[src/design/frm_pkg.sv]
// Package for the frame RMS level meter: widths, limits, queue sizing,
// the frame record type and the back-end state type.
// Used by every module of the block; depends on nothing.
`default_nettype none

package frm_pkg;

  localparam int SAMPLE_W = 16;
  localparam int SQ_W     = 31;
  localparam int SUM_W    = 40;
  localparam int COUNT_W  = 16;
  localparam int LEVEL_W  = 16;
  localparam int ROOT_W   = SUM_W / 2;
  localparam int SREM_W   = ROOT_W + 2;

  localparam logic [COUNT_W-1:0] MAX_SAMPLES = 16'd512;
  localparam logic [COUNT_W-1:0] COUNT_MAX   = 16'hFFFF;
  localparam logic [ROOT_W-1:0]  FULL_SCALE  = 20'd32768;

  localparam int QUEUE_DEPTH = 4;
  localparam int QPTR_W      = 2;
  localparam int QLVL_W      = 3;

  localparam int STEP_W = 6;
  localparam logic [STEP_W-1:0] DIV_LAST  = 6'(SUM_W - 1);
  localparam logic [STEP_W-1:0] SQRT_LAST = 6'(ROOT_W - 1);

  typedef struct packed {
    logic [SUM_W-1:0]   sum;
    logic [COUNT_W-1:0] count;
  } frame_t;

  typedef struct packed {
    logic   valid;
    frame_t frame;
  } push_t;

  typedef enum logic [1:0] {
    ST_IDLE,
    ST_DIV,
    ST_SQRT,
    ST_DONE
  } back_state_t;

endpackage

`default_nettype wire

[src/design/frame_rms_level_meter.sv]
// Frame RMS level meter, top level.
// Channels: the slave stream takes one sample per transaction. s_tdata[15:0]
// is the signed sample, s_tuser is the mode flag (1 marks an empty frame and
// yields level 0 with count 0), s_tlast marks the final sample of a frame.
// The master stream gives one transaction per finished frame: m_tdata[15:0]
// is the RMS level (32768 is full scale) and m_tdata[31:16] the sample count.
// Throughput: one sample per cycle while s_tready is high. Per frame the back
// end does a bit-serial divide, a bit-serial square root and hand-off through
// its IDLE and DONE states. A four-entry queue of frame records sits between
// front and back, so the front end goes on taking samples while the back end
// works on earlier frames. A result passes the squarer register, the queue
// and the back-end states to m_tvalid; an empty-frame marker skips DIV and SQRT.
// When the receiver holds m_tready low the result stays in the output
// register, the back end waits, the queue fills and then s_tready drops.
// Reset (rst, synchronous) clears the accumulators, the queue and m_tvalid.
// Depends on frm_pkg, frm_front, frm_queue and frm_back.
`default_nettype none

module frame_rms_level_meter (
  input  wire logic         clk,
  input  wire logic         rst,
  input  wire logic         s_tvalid,
  output logic              s_tready,
  input  wire logic [15:0]  s_tdata,   // [15:0] sample
  input  wire logic         s_tuser,   // [0] mode
  input  wire logic         s_tlast,
  output logic              m_tvalid,
  input  wire logic         m_tready,
  output logic [31:0]       m_tdata    // [15:0] level, [31:16] sample_count
);

  frm_pkg::push_t                 push;
  frm_pkg::frame_t                head;
  logic                           head_valid;
  logic                           pop;
  logic [frm_pkg::QLVL_W-1:0]     q_level;

  frm_front u_front (
    .clk      (clk),
    .rst      (rst),
    .s_tvalid (s_tvalid),
    .s_tready (s_tready),
    .s_tdata  (s_tdata),
    .s_tuser  (s_tuser),
    .s_tlast  (s_tlast),
    .q_level  (q_level),
    .push     (push)
  );

  frm_queue u_queue (
    .clk        (clk),
    .rst        (rst),
    .push       (push),
    .pop        (pop),
    .head       (head),
    .head_valid (head_valid),
    .level      (q_level)
  );

  frm_back u_back (
    .clk        (clk),
    .rst        (rst),
    .head       (head),
    .head_valid (head_valid),
    .pop        (pop),
    .m_tvalid   (m_tvalid),
    .m_tready   (m_tready),
    .m_tdata    (m_tdata)
  );

endmodule

`default_nettype wire

[src/design/frm_front.sv]
// Front end of the level meter: accepts sample transactions, squares them
// and keeps the per-frame sum of squares and count. Depends on frm_pkg.
`default_nettype none

module frm_front (
  input  wire logic                           clk,
  input  wire logic                           rst,
  input  wire logic                           s_tvalid,
  output logic                                s_tready,
  input  wire logic [frm_pkg::SAMPLE_W-1:0]   s_tdata,   // [15:0] sample
  input  wire logic                           s_tuser,   // [0] mode
  input  wire logic                           s_tlast,   // last
  input  wire logic [frm_pkg::QLVL_W-1:0]     q_level,
  output frm_pkg::push_t                      push
);

  logic                         sq_valid;
  logic                         sq_mode;
  logic                         sq_last;
  logic [frm_pkg::SQ_W-1:0]     sq;
  logic [frm_pkg::SUM_W-1:0]    sum;
  logic [frm_pkg::COUNT_W-1:0]  count;

  logic [frm_pkg::SUM_W-1:0]    sum_next;
  logic [frm_pkg::COUNT_W-1:0]  count_next;
  logic [frm_pkg::SUM_W-1:0]    sum_acc;
  logic [frm_pkg::COUNT_W-1:0]  count_acc;
  logic [frm_pkg::SUM_W:0]      sum_add;
  logic signed [2*frm_pkg::SAMPLE_W-1:0] prod;
  logic [frm_pkg::QLVL_W:0]     reserved;
  logic                         accept;

  assign reserved = {1'b0, q_level} + {{frm_pkg::QLVL_W{1'b0}}, sq_valid};
  assign s_tready = reserved < (frm_pkg::QLVL_W+1)'(frm_pkg::QUEUE_DEPTH);
  assign accept   = s_tvalid && s_tready;
  assign prod     = $signed(s_tdata) * $signed(s_tdata);

  always_comb begin
    sum_add = {1'b0, sum} + {{(frm_pkg::SUM_W + 1 - frm_pkg::SQ_W){1'b0}}, sq};
    if (count < frm_pkg::MAX_SAMPLES) begin
      sum_acc = sum_add[frm_pkg::SUM_W] ? {frm_pkg::SUM_W{1'b1}}
                                         : sum_add[frm_pkg::SUM_W-1:0];
    end else begin
      sum_acc = sum;
    end
    count_acc = (count == frm_pkg::COUNT_MAX) ? count : count + 1'b1;

    push.valid       = sq_valid && (sq_mode || sq_last);
    push.frame.sum   = sq_mode ? '0 : sum_acc;
    push.frame.count = sq_mode ? '0 : count_acc;

    sum_next   = sum;
    count_next = count;
    if (sq_valid) begin
      if (sq_mode || sq_last) begin
        sum_next   = '0;
        count_next = '0;
      end else begin
        sum_next   = sum_acc;
        count_next = count_acc;
      end
    end
  end

  always_ff @(posedge clk) begin
    if (rst) begin
      sq_valid <= 1'b0;
      sum      <= '0;
      count    <= '0;
    end else begin
      sq_valid <= accept;
      sum      <= sum_next;
      count    <= count_next;
    end
    if (accept) begin
      sq_mode <= s_tuser;
      sq_last <= s_tlast;
      sq      <= prod[frm_pkg::SQ_W-1:0];
    end
  end

endmodule

`default_nettype wire

[src/design/frm_queue.sv]
// Short register queue of finished frame records between the front end
// and the back end of the level meter. Depends on frm_pkg.
`default_nettype none

module frm_queue (
  input  wire logic                        clk,
  input  wire logic                        rst,
  input  wire frm_pkg::push_t              push,
  input  wire logic                        pop,
  output frm_pkg::frame_t                  head,
  output logic                             head_valid,
  output logic [frm_pkg::QLVL_W-1:0]       level
);

  frm_pkg::frame_t              entries [frm_pkg::QUEUE_DEPTH];
  logic [frm_pkg::QPTR_W-1:0]   wr_ptr;
  logic [frm_pkg::QPTR_W-1:0]   rd_ptr;
  logic                         do_pop;

  assign head_valid = level != '0;
  assign head       = entries[rd_ptr];
  assign do_pop     = pop && head_valid;

  always_ff @(posedge clk) begin
    if (rst) begin
      wr_ptr <= '0;
      rd_ptr <= '0;
      level  <= '0;
    end else begin
      if (push.valid) begin
        wr_ptr <= wr_ptr + 1'b1;
      end
      if (do_pop) begin
        rd_ptr <= rd_ptr + 1'b1;
      end
      level <= level + {{(frm_pkg::QLVL_W-1){1'b0}}, push.valid}
                     - {{(frm_pkg::QLVL_W-1){1'b0}}, do_pop};
    end
    if (push.valid) begin
      entries[wr_ptr] <= push.frame;
    end
  end

  a_no_overflow: assert property (@(posedge clk) disable iff (rst)
    push.valid |-> level < frm_pkg::QLVL_W'(frm_pkg::QUEUE_DEPTH))
    else $error("frame queue written while full");

endmodule

`default_nettype wire

[src/design/frm_back.sv]
// Back end of the level meter: takes frame records from the queue, divides
// the sum of squares by the count one bit a cycle, takes the integer square
// root one bit a cycle, clamps and holds the result. Depends on frm_pkg.
`default_nettype none

module frm_back (
  input  wire logic                                clk,
  input  wire logic                                rst,
  input  wire frm_pkg::frame_t                     head,
  input  wire logic                                head_valid,
  output logic                                     pop,
  output logic                                     m_tvalid,
  input  wire logic                                m_tready,
  output logic [frm_pkg::LEVEL_W+frm_pkg::COUNT_W-1:0] m_tdata  // [15:0] level,
                                                                // [31:16] sample_count
);

  frm_pkg::back_state_t          state;
  frm_pkg::back_state_t          state_next;
  logic [frm_pkg::STEP_W-1:0]    step;
  logic [frm_pkg::COUNT_W-1:0]   divisor;
  logic [frm_pkg::SUM_W-1:0]     quot;
  logic [frm_pkg::COUNT_W-1:0]   rem;
  logic [frm_pkg::ROOT_W-1:0]    root;
  logic [frm_pkg::SREM_W-1:0]    srem;
  logic                          load_out;

  logic [frm_pkg::COUNT_W:0]     rem_sh;
  logic [frm_pkg::COUNT_W:0]     rem_dif;
  logic                          div_ge;
  logic [frm_pkg::SREM_W+1:0]    srem_sh;
  logic [frm_pkg::SREM_W+1:0]    trial;
  logic [frm_pkg::SREM_W+1:0]    srem_dif;
  logic                          sqrt_ge;
  logic [frm_pkg::ROOT_W-1:0]    level_clamped;

  assign rem_sh   = {rem, quot[frm_pkg::SUM_W-1]};
  assign rem_dif  = rem_sh - {1'b0, divisor};
  assign div_ge   = rem_sh >= {1'b0, divisor};
  assign srem_sh  = {srem, quot[frm_pkg::SUM_W-1 -: 2]};
  assign trial    = {2'b00, root, 2'b01};
  assign srem_dif = srem_sh - trial;
  assign sqrt_ge  = srem_sh >= trial;
  assign level_clamped = (root > frm_pkg::FULL_SCALE) ? frm_pkg::FULL_SCALE : root;

  always_comb begin
    state_next = state;
    case (state)
      frm_pkg::ST_IDLE: begin
        if (head_valid) begin
          state_next = (head.count == '0) ? frm_pkg::ST_DONE : frm_pkg::ST_DIV;
        end
      end
      frm_pkg::ST_DIV: begin
        if (step == frm_pkg::DIV_LAST) begin
          state_next = frm_pkg::ST_SQRT;
        end
      end
      frm_pkg::ST_SQRT: begin
        if (step == frm_pkg::SQRT_LAST) begin
          state_next = frm_pkg::ST_DONE;
        end
      end
      frm_pkg::ST_DONE: begin
        if (!m_tvalid || m_tready) begin
          state_next = frm_pkg::ST_IDLE;
        end
      end
      default: state_next = frm_pkg::ST_IDLE;
    endcase
  end

  always_comb begin
    pop      = 1'b0;
    load_out = 1'b0;
    case (state)
      frm_pkg::ST_IDLE: pop      = head_valid;
      frm_pkg::ST_DONE: load_out = !m_tvalid || m_tready;
      default: begin
        pop      = 1'b0;
        load_out = 1'b0;
      end
    endcase
  end

  always_ff @(posedge clk) begin
    if (rst) begin
      state    <= frm_pkg::ST_IDLE;
      m_tvalid <= 1'b0;
    end else begin
      state <= state_next;
      if (load_out) begin
        m_tvalid <= 1'b1;
      end else if (m_tready) begin
        m_tvalid <= 1'b0;
      end
    end

    case (state)
      frm_pkg::ST_IDLE: begin
        step    <= '0;
        divisor <= head.count;
        quot    <= head.sum;
        rem     <= '0;
        root    <= '0;
        srem    <= '0;
      end
      frm_pkg::ST_DIV: begin
        rem  <= div_ge ? rem_dif[frm_pkg::COUNT_W-1:0] : rem_sh[frm_pkg::COUNT_W-1:0];
        quot <= {quot[frm_pkg::SUM_W-2:0], div_ge};
        step <= (step == frm_pkg::DIV_LAST) ? '0 : step + 1'b1;
      end
      frm_pkg::ST_SQRT: begin
        srem <= sqrt_ge ? srem_dif[frm_pkg::SREM_W-1:0] : srem_sh[frm_pkg::SREM_W-1:0];
        root <= {root[frm_pkg::ROOT_W-2:0], sqrt_ge};
        quot <= {quot[frm_pkg::SUM_W-3:0], 2'b00};
        step <= step + 1'b1;
      end
      default: begin
        step <= step;
      end
    endcase

    if (load_out) begin
      m_tdata <= {divisor, level_clamped[frm_pkg::LEVEL_W-1:0]};
    end
  end

  a_level_range: assert property (@(posedge clk) disable iff (rst)
    m_tvalid |-> m_tdata[frm_pkg::LEVEL_W-1:0] <= frm_pkg::FULL_SCALE[frm_pkg::LEVEL_W-1:0])
    else $error("level above full scale");

  a_div_nonzero: assert property (@(posedge clk) disable iff (rst)
    state == frm_pkg::ST_DIV |-> divisor != '0)
    else $error("division started with a zero count");

  a_pop_leaves_idle: assert property (@(posedge clk) disable iff (rst)
    pop |=> state != frm_pkg::ST_IDLE)
    else $error("frame taken from the queue but back end stayed idle");

endmodule

`default_nettype wire
[config.mk]
export PLATFORM = sky130hd
export DESIGN_NAME = frame_rms_level_meter
export DESIGN_NICKNAME = d
export VERILOG_FILES = /design/src/design/frm_pkg.sv /design/src/design/frame_rms_level_meter.sv /design/src/design/frm_front.sv /design/src/design/frm_queue.sv /design/src/design/frm_back.sv
export SDC_FILE = /design/constraint.sdc
export NUM_CORES = 1
export LEC_CHECK = 0
export BUFFER_PORTS_ARGS = -buffer_cell sky130_fd_sc_hd__buf_2
export CAP_MARGIN = 20
export CORE_ASPECT_RATIO = 1.1
export CORE_UTILIZATION = 33
export DETAILED_ROUTE_END_ITERATION = 10
export PLACE_DENSITY_LB_ADDON = 0.15
export RECOVER_POWER = 25
export SLEW_MARGIN = 20
export SYNTH_ARGS = -nofsm -noshare
export SYNTH_HDL_FRONTEND = slang
export SYNTH_HIERARCHICAL = 1
export SYNTH_SLANG_ARGS = --single-unit
[constraint.sdc]
create_clock -name clk -period 8.5 [get_ports clk]
set_input_delay 0 -clock clk [delete_from_list [all_inputs] [get_ports clk]]
set_output_delay 0 -clock clk [all_outputs]
set_load 0.01 [all_outputs]
After elaboration in Yosys (flattened, before gate mapping). Memories as Yosys holds them, arrays and structs flattened. A register that Yosys moved wholly into a read port is not among the register bits. Index checks and enable logic that the tools add are counted.

Logic and storage cells: 89. Latch bits: 0. Memories: 1. Register bits: 252. Input port bits: 22. Memory bits (writable): 224. Bits in read-only memories: 0.

Memories: u_queue.entries (words 4, bits a word 56, read ports 1, clocked after Yosys merged registers in 1, write ports 1, RTL line frm_queue.sv:15) `frm_pkg::frame_t entries [frm_pkg::QUEUE_DEPTH];`.

Shift-type cells: 0. Div/mod/pow operators: 0. Multiply operators: 1. Reductions and logical operators: 14. Order comparisons: 5. Bitwise operators: 0. Equal/unequal tests: 10. $add $sub $neg: 10. Muxes and demuxes: 29.

Operators by type and width (count): $mux W40 (4); $pmux W40 S3 (1); $mux W16 (4); $pmux W22 S2 (1); $add A40 B31 Y41 (1); $pmux W20 S2 (1); $pmux W16 S2 (1); $mul A16 B16 Y31 (1); $ge A24 B22 Y1 (1); $mux W22 (1); $sub A22 B22 Y22 (1); $gt A20 B16 Y1 const B (1); $pmux W6 S3 (1); $ge A17 B16 Y1 (1); $add A16 B1 Y16 const B (1); $eq A16 B16 Y1 const B (1); $logic_not A16 Y1 (1); $lt A16 B10 Y1 const B (1); $sub A16 B16 Y16 (1); $mux W2 (7); $ne A2 B1 Y1 const B (4); $pmux W2 S4 (1); $add A6 B1 Y6 const B (1); $eq A6 B5 Y1 const B (1); other kinds (17) (30).

Longest topological paths before layout. Gate-level depths: netlist (run 1).

Word-level depth: 5. Gate-level depth with buffers: 27. Mapped depth without buffers: 24.

Modules after synthesis. Netlist (run 1), hierarchy kept.

Modules (own cells, without submodules): frm_front (area an instance 14918.1 um2, cells each 1760, instances 1); frm_queue (area an instance 8585.7 um2, cells each 337, instances 1); frm_back (area an instance 8579.5 um2, cells each 811, instances 1).

Least setup slack after synthesis (run 1). Ideal clock, no wire load.

Path type: input port to flip-flop. From: input port s_tdata[5]. To: register u_front/sq[30] (netlist name) (data pin). Stages on the path: 22. Buffers on the path: 3. Arrival time: 5711 ps. Slack: 2529 ps. Library setup time: 260 ps. Cell sequence: clkbuf_1 clkbuf_1 nand2_1 fa_1 inv_1 fa_1 fa_1 fa_1 fa_1 inv_1 fa_1 inv_1 ha_1 clkbuf_1 a21oi_1 a21oi_1 a211oi_1 a31oi_1 a2111oi_0 o21bai_1 a21oi_1 xnor2_1.

Cells in the longest elaborated chain, start to end: 1.

Ends and longest elaborated chain: from (decl) (RTL line frame_rms_level_meter.sv:24) `input wire logic [15:0] s_tdata,`; $mul A16 B16 Y31 (RTL line frm_front.sv:36) `assign prod = $signed(s_tdata) * $signed(s_tdata);`; net u_front.prod (one bit) (RTL line frm_front.sv:29) `logic signed [2*frm_pkg::SAMPLE_W-1:0] prod;`; to (signal assigned) (RTL line frm_front.sv:78) `sq <= prod[frm_pkg::SQ_W-1:0];`; to (decl) (RTL line frm_front.sv:20) `logic [frm_pkg::SQ_W-1:0] sq;`.

The timed path passes the listed nets, and every way through them passes these cells. A chain may end at the register's enable or synchronous reset.

Final worst setup path (run 1).
From: input port s_tdata[0]. To: register u_front/sq[30] (netlist name) (data pin).

The elaborated chain is that of the path after synthesis.

==> impl_metrics.py, run 1 <==
metrics = {
    "synthesis": {
        "synth_fp_nets": 3333,
        "synth_edf_count": 408,
        "synth_top_area_frac": 0.3819,
        "ys_seq_area_frac": 0.4249,
        "ys_ff_latch": 477,
        "synthArstFlopShare": 0,
        "yosys_warnings": 6,
        "syn-cell-area_um2": 32080,
        "synth.distinct_cells": 96,
        "synth_area_leader_cell": "edfxtp_1",
        "synth_cells": 2908,
        "avgSynthCellArea_um2": 11.03,
        "synth_area_leaders": "edfxtp_1 (38%), fa_1 (15%), ha_1 (6.6%)",
        "ys.flop_type": "edfxtp_1",
    },
    "cts": {
        "clock_latency_ns": 0.60,
        "cts_tree": "built",
        "clk_pin_slew_worst_paths_ns": 0.06,
        "cts_root_buffer": "clkbuf_16",
        "cts_buffers": 50,
        "cts_buffer_depth": 3,
        "cts.sinks": 477,
        "htreeDepth": 2,
    },
    "worst_setup_path": {
        "end_kind": "register",
        "criticalPathCategory": "primary input to register",
        "cp-start-kind": "primary input",
        "arrival_ns": 6.82,
        "reg2reg_to": "u_back/state[1]",
        "r2r_cells": 7,
        "cp.required_ns": 8.83,
        "rrSetupSlack_ns": 3.65,
        "cp_max_fo": 21,
    },
    "power": {
        "irDropWorstVdd_v": 0.0002752,
        "leakage_nw": 14.09,
        "power-per-cell-area_nw_per_um2": 440.4,
        "p_total_mw": 15.51,
    },
    "final_layout": {
        "n_antenna_cell": 0,
        "drive_above_1_share": 0.07249,
        "final_area_um2": 35220,
        "area.sequential_um2": 13640,
        "final_util": 0.3668,
        "nFillCells": 9562,
        "syn_to_final_growth_pct": 9.785,
        "multi_input_area_um2": 16300,
        "layout.nets": 3354,
        "final_cells": 4236,
    },
    "global_routing": {
        "grt_use_total": 0.1553,
        "antenna_found_initial": 0,
        "grt_pass1_vias": 22430,
        "grt_max_degree": 78,
        "grt_pass1_wl_mm": 122.2,
        "grt-ovfl-total": 0,
    },
    "sta": {
        "tightest_slew_ns": 4.063,
        "finalCriticalPeriod_ns": 6.490,
        "setup_viol": 0,
        "slew_headroom": -1.709,
        "fmax_ghz": 0.1541,
        "tns_ns": 0,
        "fin_crit_sh": 0.7635,
        "rsz0062_at_grt": "no",
        "setup_slack_ns": 2.010,
        "hold_viol": 0,
        "hold_ws_ns": 0.1443,
        "skew_ns": 0.02013,
        "finalMaxSlewViolations": 257,
    },
    "drt": {
        "maxUsedRoutingLayer": "met4",
        "vias_per_cell": 4.956,
        "met1Wirelength_mm": 34.15,
        "antenna_left": 0,
        "wl_per_cell_um": 17.94,
        "firstDrtPassIters": 5,
        "finalWirelength_mm": 75.99,
        "num_vias": 20990,
        "drc": 0,
        "drt_iter0_drc": 951,
        "wl_met3_mm": 2.160,
        "wl_met2_mm": 37.81,
    },
    "place": {
        "numPortBuffers": 55,
        "placed_cells": 4140,
        "place_congestion": 0.8659,
        "hpwl_mm": 55.44,
        "place_worst_setup_slack_ns": 1.843,
        "dpl_cell_area_um2": 33610,
    },
    "min_path": {
        "min_path_type": "primary input to register",
        "hold_start": "s_tuser",
        "holdPathEnd": "u_front/sq_mode",
        "hold_depth": 2,
    },
    "die": {
        "initial_core_util": 0.3341,
        "rows": 119,
        "die-height_um": 329.0,
        "dieArea_um2": 98470,
        "die_w_um": 299.3,
        "core-area_um2": 96040,
        "io_pins": 56,
    },
    "outcome": {
        "status": "complete, but fails checks",
        "failed_checks": "capacitance limit, slew limit",
    },
    "run": {
        "maxCapViolCount": 6,
    },
}
-- sequential cells by signal (all words and copies together), names as in the netlist, 20 cells and up, named ones only --
name / cells
u_back/m_tdata: 32
u_back/quot: 40
u_back/root: 20
u_back/srem: 22
u_front/sq: 30
u_front/sum: 40
u_queue/entries: 224
-- worst max-delay path by stage --
stage                      from              to  slack (ns)  depth (start not counted)
global route         s_tdata[0]  u_front/sq[27]        1.72                         24
global placement    s_tdata[15]  u_front/sq[30]        1.95                         22
detailed placement  s_tdata[15]  u_front/sq[30]        1.84                         23
floorplan            s_tdata[5]  u_front/sq[30]        2.53                         22
CTS                  s_tdata[1]  u_front/sq[30]        2.29                         23
finish               s_tdata[0]  u_front/sq[30]        2.01                         20
-- logic make-up (layout without fill, tap and decap cells) --
group	count (synthesis)	count (layout)	share of synthesized area
flops	477	477	0.4249
compound gates	529	529	0.1056
xor+xnor	117	117	0.03241
simple gates	758	758	0.1105
mux	81	81	0.04731
buf+inv	543	601	0.06731
fa+ha+maj	403	403	0.2119
-- metal layers --
layer / vias to the layer above / track usage
met2: 365 / 0.2769
met4: 0 / 0.04714
li1: 10080 / -
met5: - / 0
met3: 106 / 0.01622
met1: 10440 / 0.1975
-- layout make-up --
class,instances,area share
sequential,477,0.3872
clock inverter,28,0.007637
multi-input combinational,1888,0.4628
tap,1270,0.04511
timing repair buffer,84,0.01329
inverter,428,0.04561
clock buffer,61,0.03844
-- worst max-delay path, cell delays in order --
cell	delay, ns
dlygate4sd3_1	0.52
clkbuf_1	0.74
nand2b_1	0.25
fa_1	0.45
fa_1	0.52
fa_1	0.52
fa_1	0.52
fa_1	0.52
fa_1	0.54
inv_1	0.04
ha_1	0.35
a21o_1	0.20
nand3_1	0.09
a21oi_1	0.09
a211oi_1	0.34
a31oi_1	0.26
a2111oi_0	0.46
o21bai_1	0.13
a21oi_1	0.18
xnor2_1	0.09
-- cell usage in the layout, fill, tap and decap left out, types with 10 or more instances in the layout --
cell | netlist | final
clkinv_1 | 2 | 11
nor2b_1 | 17 | 17
clkbuf_16 | 0 | 51
o21ai_0 | 95 | 95
edfxtp_1 | 408 | 408
a22oi_1 | 47 | 47
o21a_1 | 18 | 18
and3_1 | 26 | 26
clkbuf_1 | 86 | 46
xnor2_1 | 72 | 72
a21o_1 | 22 | 22
xor2_1 | 44 | 44
clkinv_2 | 0 | 10
a31oi_1 | 18 | 18
nand2_1 | 181 | 181
inv_1 | 426 | 425
nor3_1 | 38 | 39
mux4_2 | 56 | 56
dfxtp_1 | 69 | 68
mux2i_1 | 20 | 20
a21oi_1 | 185 | 185
buf_2 | 14 | 20
and2_1 | 71 | 55
and2_0 | 0 | 11
nor2_1 | 287 | 286
nand2b_1 | 16 | 16
ha_1 | 169 | 167
nand4_1 | 32 | 32
nand3_1 | 37 | 37
o21bai_1 | 16 | 16
a211oi_1 | 40 | 40
nor4_1 | 14 | 14
fa_1 | 234 | 234
buf_4 | 1 | 16
-- where the power goes --
group	switching, mW	leakage [nW]	total (mW)	internal, mW
Combinational	5.63	8.77	9.53	3.90
Clock	0.925	0.801	2.18	1.25
Sequential	0.269	4.52	3.80	3.53
Total	6.83	14.1	15.5	8.68
-- synth_stat cells (69+ instances only) --
master	number
nand2_1	181
clkbuf_1	86
a21oi_1	185
o21ai_0	95
xnor2_1	72
ha_1	169
and2_1	71
fa_1	234
inv_1	426
nor2_1	287
edfxtp_1	408
dfxtp_1	69
-- what timing repair did --
action | CTS | global route
setup buffers | 0 | 0
resized for setup | 0 | 0
hold buffers | 7 | 0
hold endpoints to repair | 21 | 0
No activity file was read; power rests on OpenSTA's default activity.
==> inputs of run 2 (changes only) <==
==> constraint.sdc (replaced) <==
create_clock -name clk -period 5.66 [get_ports clk]
set_input_delay 0 -clock clk [delete_from_list [all_inputs] [get_ports clk]]
set_output_delay 0 -clock clk [all_outputs]
set_load 0.01 [all_outputs]
==> impl_metrics.py, run 2 (synthesis gave the netlist of run 1 again) <==
metrics = {
    "min_path": {
        "hold_start": "s_tuser",
        "min_path_type": "primary input to register",
        "hold_depth": 2,
    },
    "global_routing": {
        "grt_pass1_wl_mm": 123.7,
        "use_met1": 0.1907,
        "grt_use_met3": 0.01754,
        "grt_max_degree": 77,
        "antenna_found_initial": 0,
        "grt-ovfl-total": 0,
        "use_met2": 0.2887,
        "grt_use_total": 0.1569,
        "busiest_layer": "met2",
        "grt_pass1_vias": 23050,
    },
    "cts": {
        "clock_latency_ns": 0.60,
        "htreeDepth": 2,
        "cts_root_buffer": "clkbuf_16",
        "cts_buffers": 49,
        "cts.sinks": 477,
        "clk_pin_slew_worst_paths_ns": 0.06,
        "cts_buffer_depth": 3,
        "postCtsSetupBuffers": 0,
        "cts_tree": "built",
    },
    "die": {
        "rows": 119,
        "dieArea_um2": 98470,
        "io_pins": 56,
        "die-height_um": 329.0,
        "core-area_um2": 96040,
        "die_w_um": 299.3,
        "initial_core_util": 0.3341,
    },
    "sta": {
        "tns_ns": 0,
        "finalCriticalPeriod_ns": 5.341,
        "slew_headroom": -1.104,
        "tightest_slew_ns": 3.150,
        "fin_crit_sh": 0.9437,
        "skew_ns": 0.02248,
        "fmax_ghz": 0.1872,
        "hold_ws_ns": 0.1376,
        "rsz0062_at_grt": "no",
        "finalMaxSlewViolations": 230,
        "hold_viol": 0,
        "setup_viol": 0,
    },
    "worst_setup_path": {
        "r2r_cells": 7,
        "end_kind": "register",
        "rrSetupSlack_ns": 1.52,
        "cp.required_ns": 5.99,
        "crit_start": "s_tdata[15]",
        "cp_max_fo": 9,
        "crit_path_end": "u_front/sq[30]",
        "cp-start-kind": "primary input",
        "reg2reg_to": "u_back/state[1]",
        "arrival_ns": 5.67,
        "criticalPathCategory": "primary input to register",
    },
    "drt": {
        "wl_per_cell_um": 17.46,
        "vias_per_cell": 4.898,
        "num_vias": 21420,
        "finalWirelength_mm": 76.35,
        "drc": 0,
        "antenna_left": 0,
        "drt_iter0_drc": 875,
        "firstDrtPassIters": 5,
    },
    "final_layout": {
        "largest_registers": "u_queue/entries (224), u_back/quot (40), u_front/sum (40)",
        "drive_above_1_share": 0.1144,
        "multi_input_area_um2": 16330,
        "layout.nets": 3488,
        "largest_reg_flops": 224,
        "mostFrequentLayoutCell": "inv_1",
        "syn_to_final_growth_pct": 13.32,
        "area.sequential_um2": 13630,
        "nFillCells": 9550,
        "top_register": "u_queue/entries",
        "final_cell_mix": "inv_1 (423), edfxtp_1 (408), nor2_1 (285), fa_1 (234), a21oi_1 (184)",
        "final_cells": 4373,
    },
    "power": {
        "combPwrFrac": 0.641,
        "irDropWorstVdd_v": 0.0005162,
        "switching_share": 0.4203,
        "power-per-cell-area_nw_per_um2": 689.6,
        "power_switching_mw": 10.54,
        "seqPwrFrac": 0.228,
        "clockPowerShare": 0.131,
        "intPower_mw": 14.53,
        "leakage_nw": 14.76,
    },
    "place": {
        "numPortBuffers": 55,
        "placed_cells": 4274,
        "place_congestion": 0.8260,
        "hpwl_mm": 57.96,
    },
    "outcome": {
        "status": "complete, but fails checks",
        "failed_checks": "capacitance limit, slew limit",
    },
    "run": {
        "maxCapViolCount": 7,
    },
}
## run 2: cell type report
type                       instances  area share
timing repair buffer             219     0.04319
multi-input combinational       1888      0.4490
antenna                            1  0.00006883
clock inverter                    29    0.008328
clock buffer                      61     0.03638
sequential                       477      0.3750
inverter                         428     0.04429
tap                             1270     0.04371
## run 2: through the flow
step | power [mW] | setup slack, ns | cell area, µm² | util
6_report | 25.07 | 0.3189 | 36360 | 0.3786
2_1_floorplan | 17.03 | 0.004747 | 32130 | -
4_1_cts | 25.46 | 0.1165 | 36420 | 0.3793
3_3_place_gp | 21.84 | -0.3930 | 34730 | 0.3616
3_5_place_dp | 22.06 | -0.5056 | 34730 | 0.3616
5_1_grt | 27.60 | 0.009769 | 36350 | 0.3786
## run 2: how the worst min path moves through the flow
stage                            endpoint  slack [ns]
after floorplan           u_back/m_tvalid        0.07
after global placement    u_front/sq_mode        0.18
after detailed placement  u_front/sq_mode        0.19
after CTS                 u_front/sq_mode        0.12
after global routing      u_front/sq_mode        0.14
final                     u_front/sq_mode        0.14
## run 2: power groups by stage
stage	logic [mW]	clock network [mW]	registers [mW]
final	16.1	3.28	5.71
after CTS	16.3	3.39	5.72
after floorplan	11.5	0	5.57
after detailed placement	16.3	0	5.78
after global placement	16.1	0	5.78
after global routing	18.3	3.51	5.80
## run 2: timing repair
item                                   in CTS  in global routing
endpoints found under the hold margin      21                  0
setup endpoints to repair                   0                  1
hold buffers                                7                  0
gates resized for setup                     0                  4
## run 2: metal layers
metal	vias to the layer above	wire [µm]
li1	10340	-
met1	10610	33050
met2	350	38890
met3	114	2333
met4	0	2081
met5	-	0
## run 2: worst max-delay path, cell delays in order
cell	delay, ns
buf_2	0.18
inv_1	0.12
nor2_1	0.21
fa_1	0.49
inv_2	0.14
fa_1	0.45
fa_1	0.51
inv_1	0.05
fa_1	0.47
fa_1	0.55
inv_1	0.06
fa_1	0.53
inv_1	0.04
ha_1	0.32
nand4_1	0.15
nor3_1	0.08
and3_1	0.19
a22oi_2	0.20
a31oi_2	0.16
a2111oi_2	0.39
o21bai_1	0.11
a21oi_1	0.18
xnor2_1	0.09
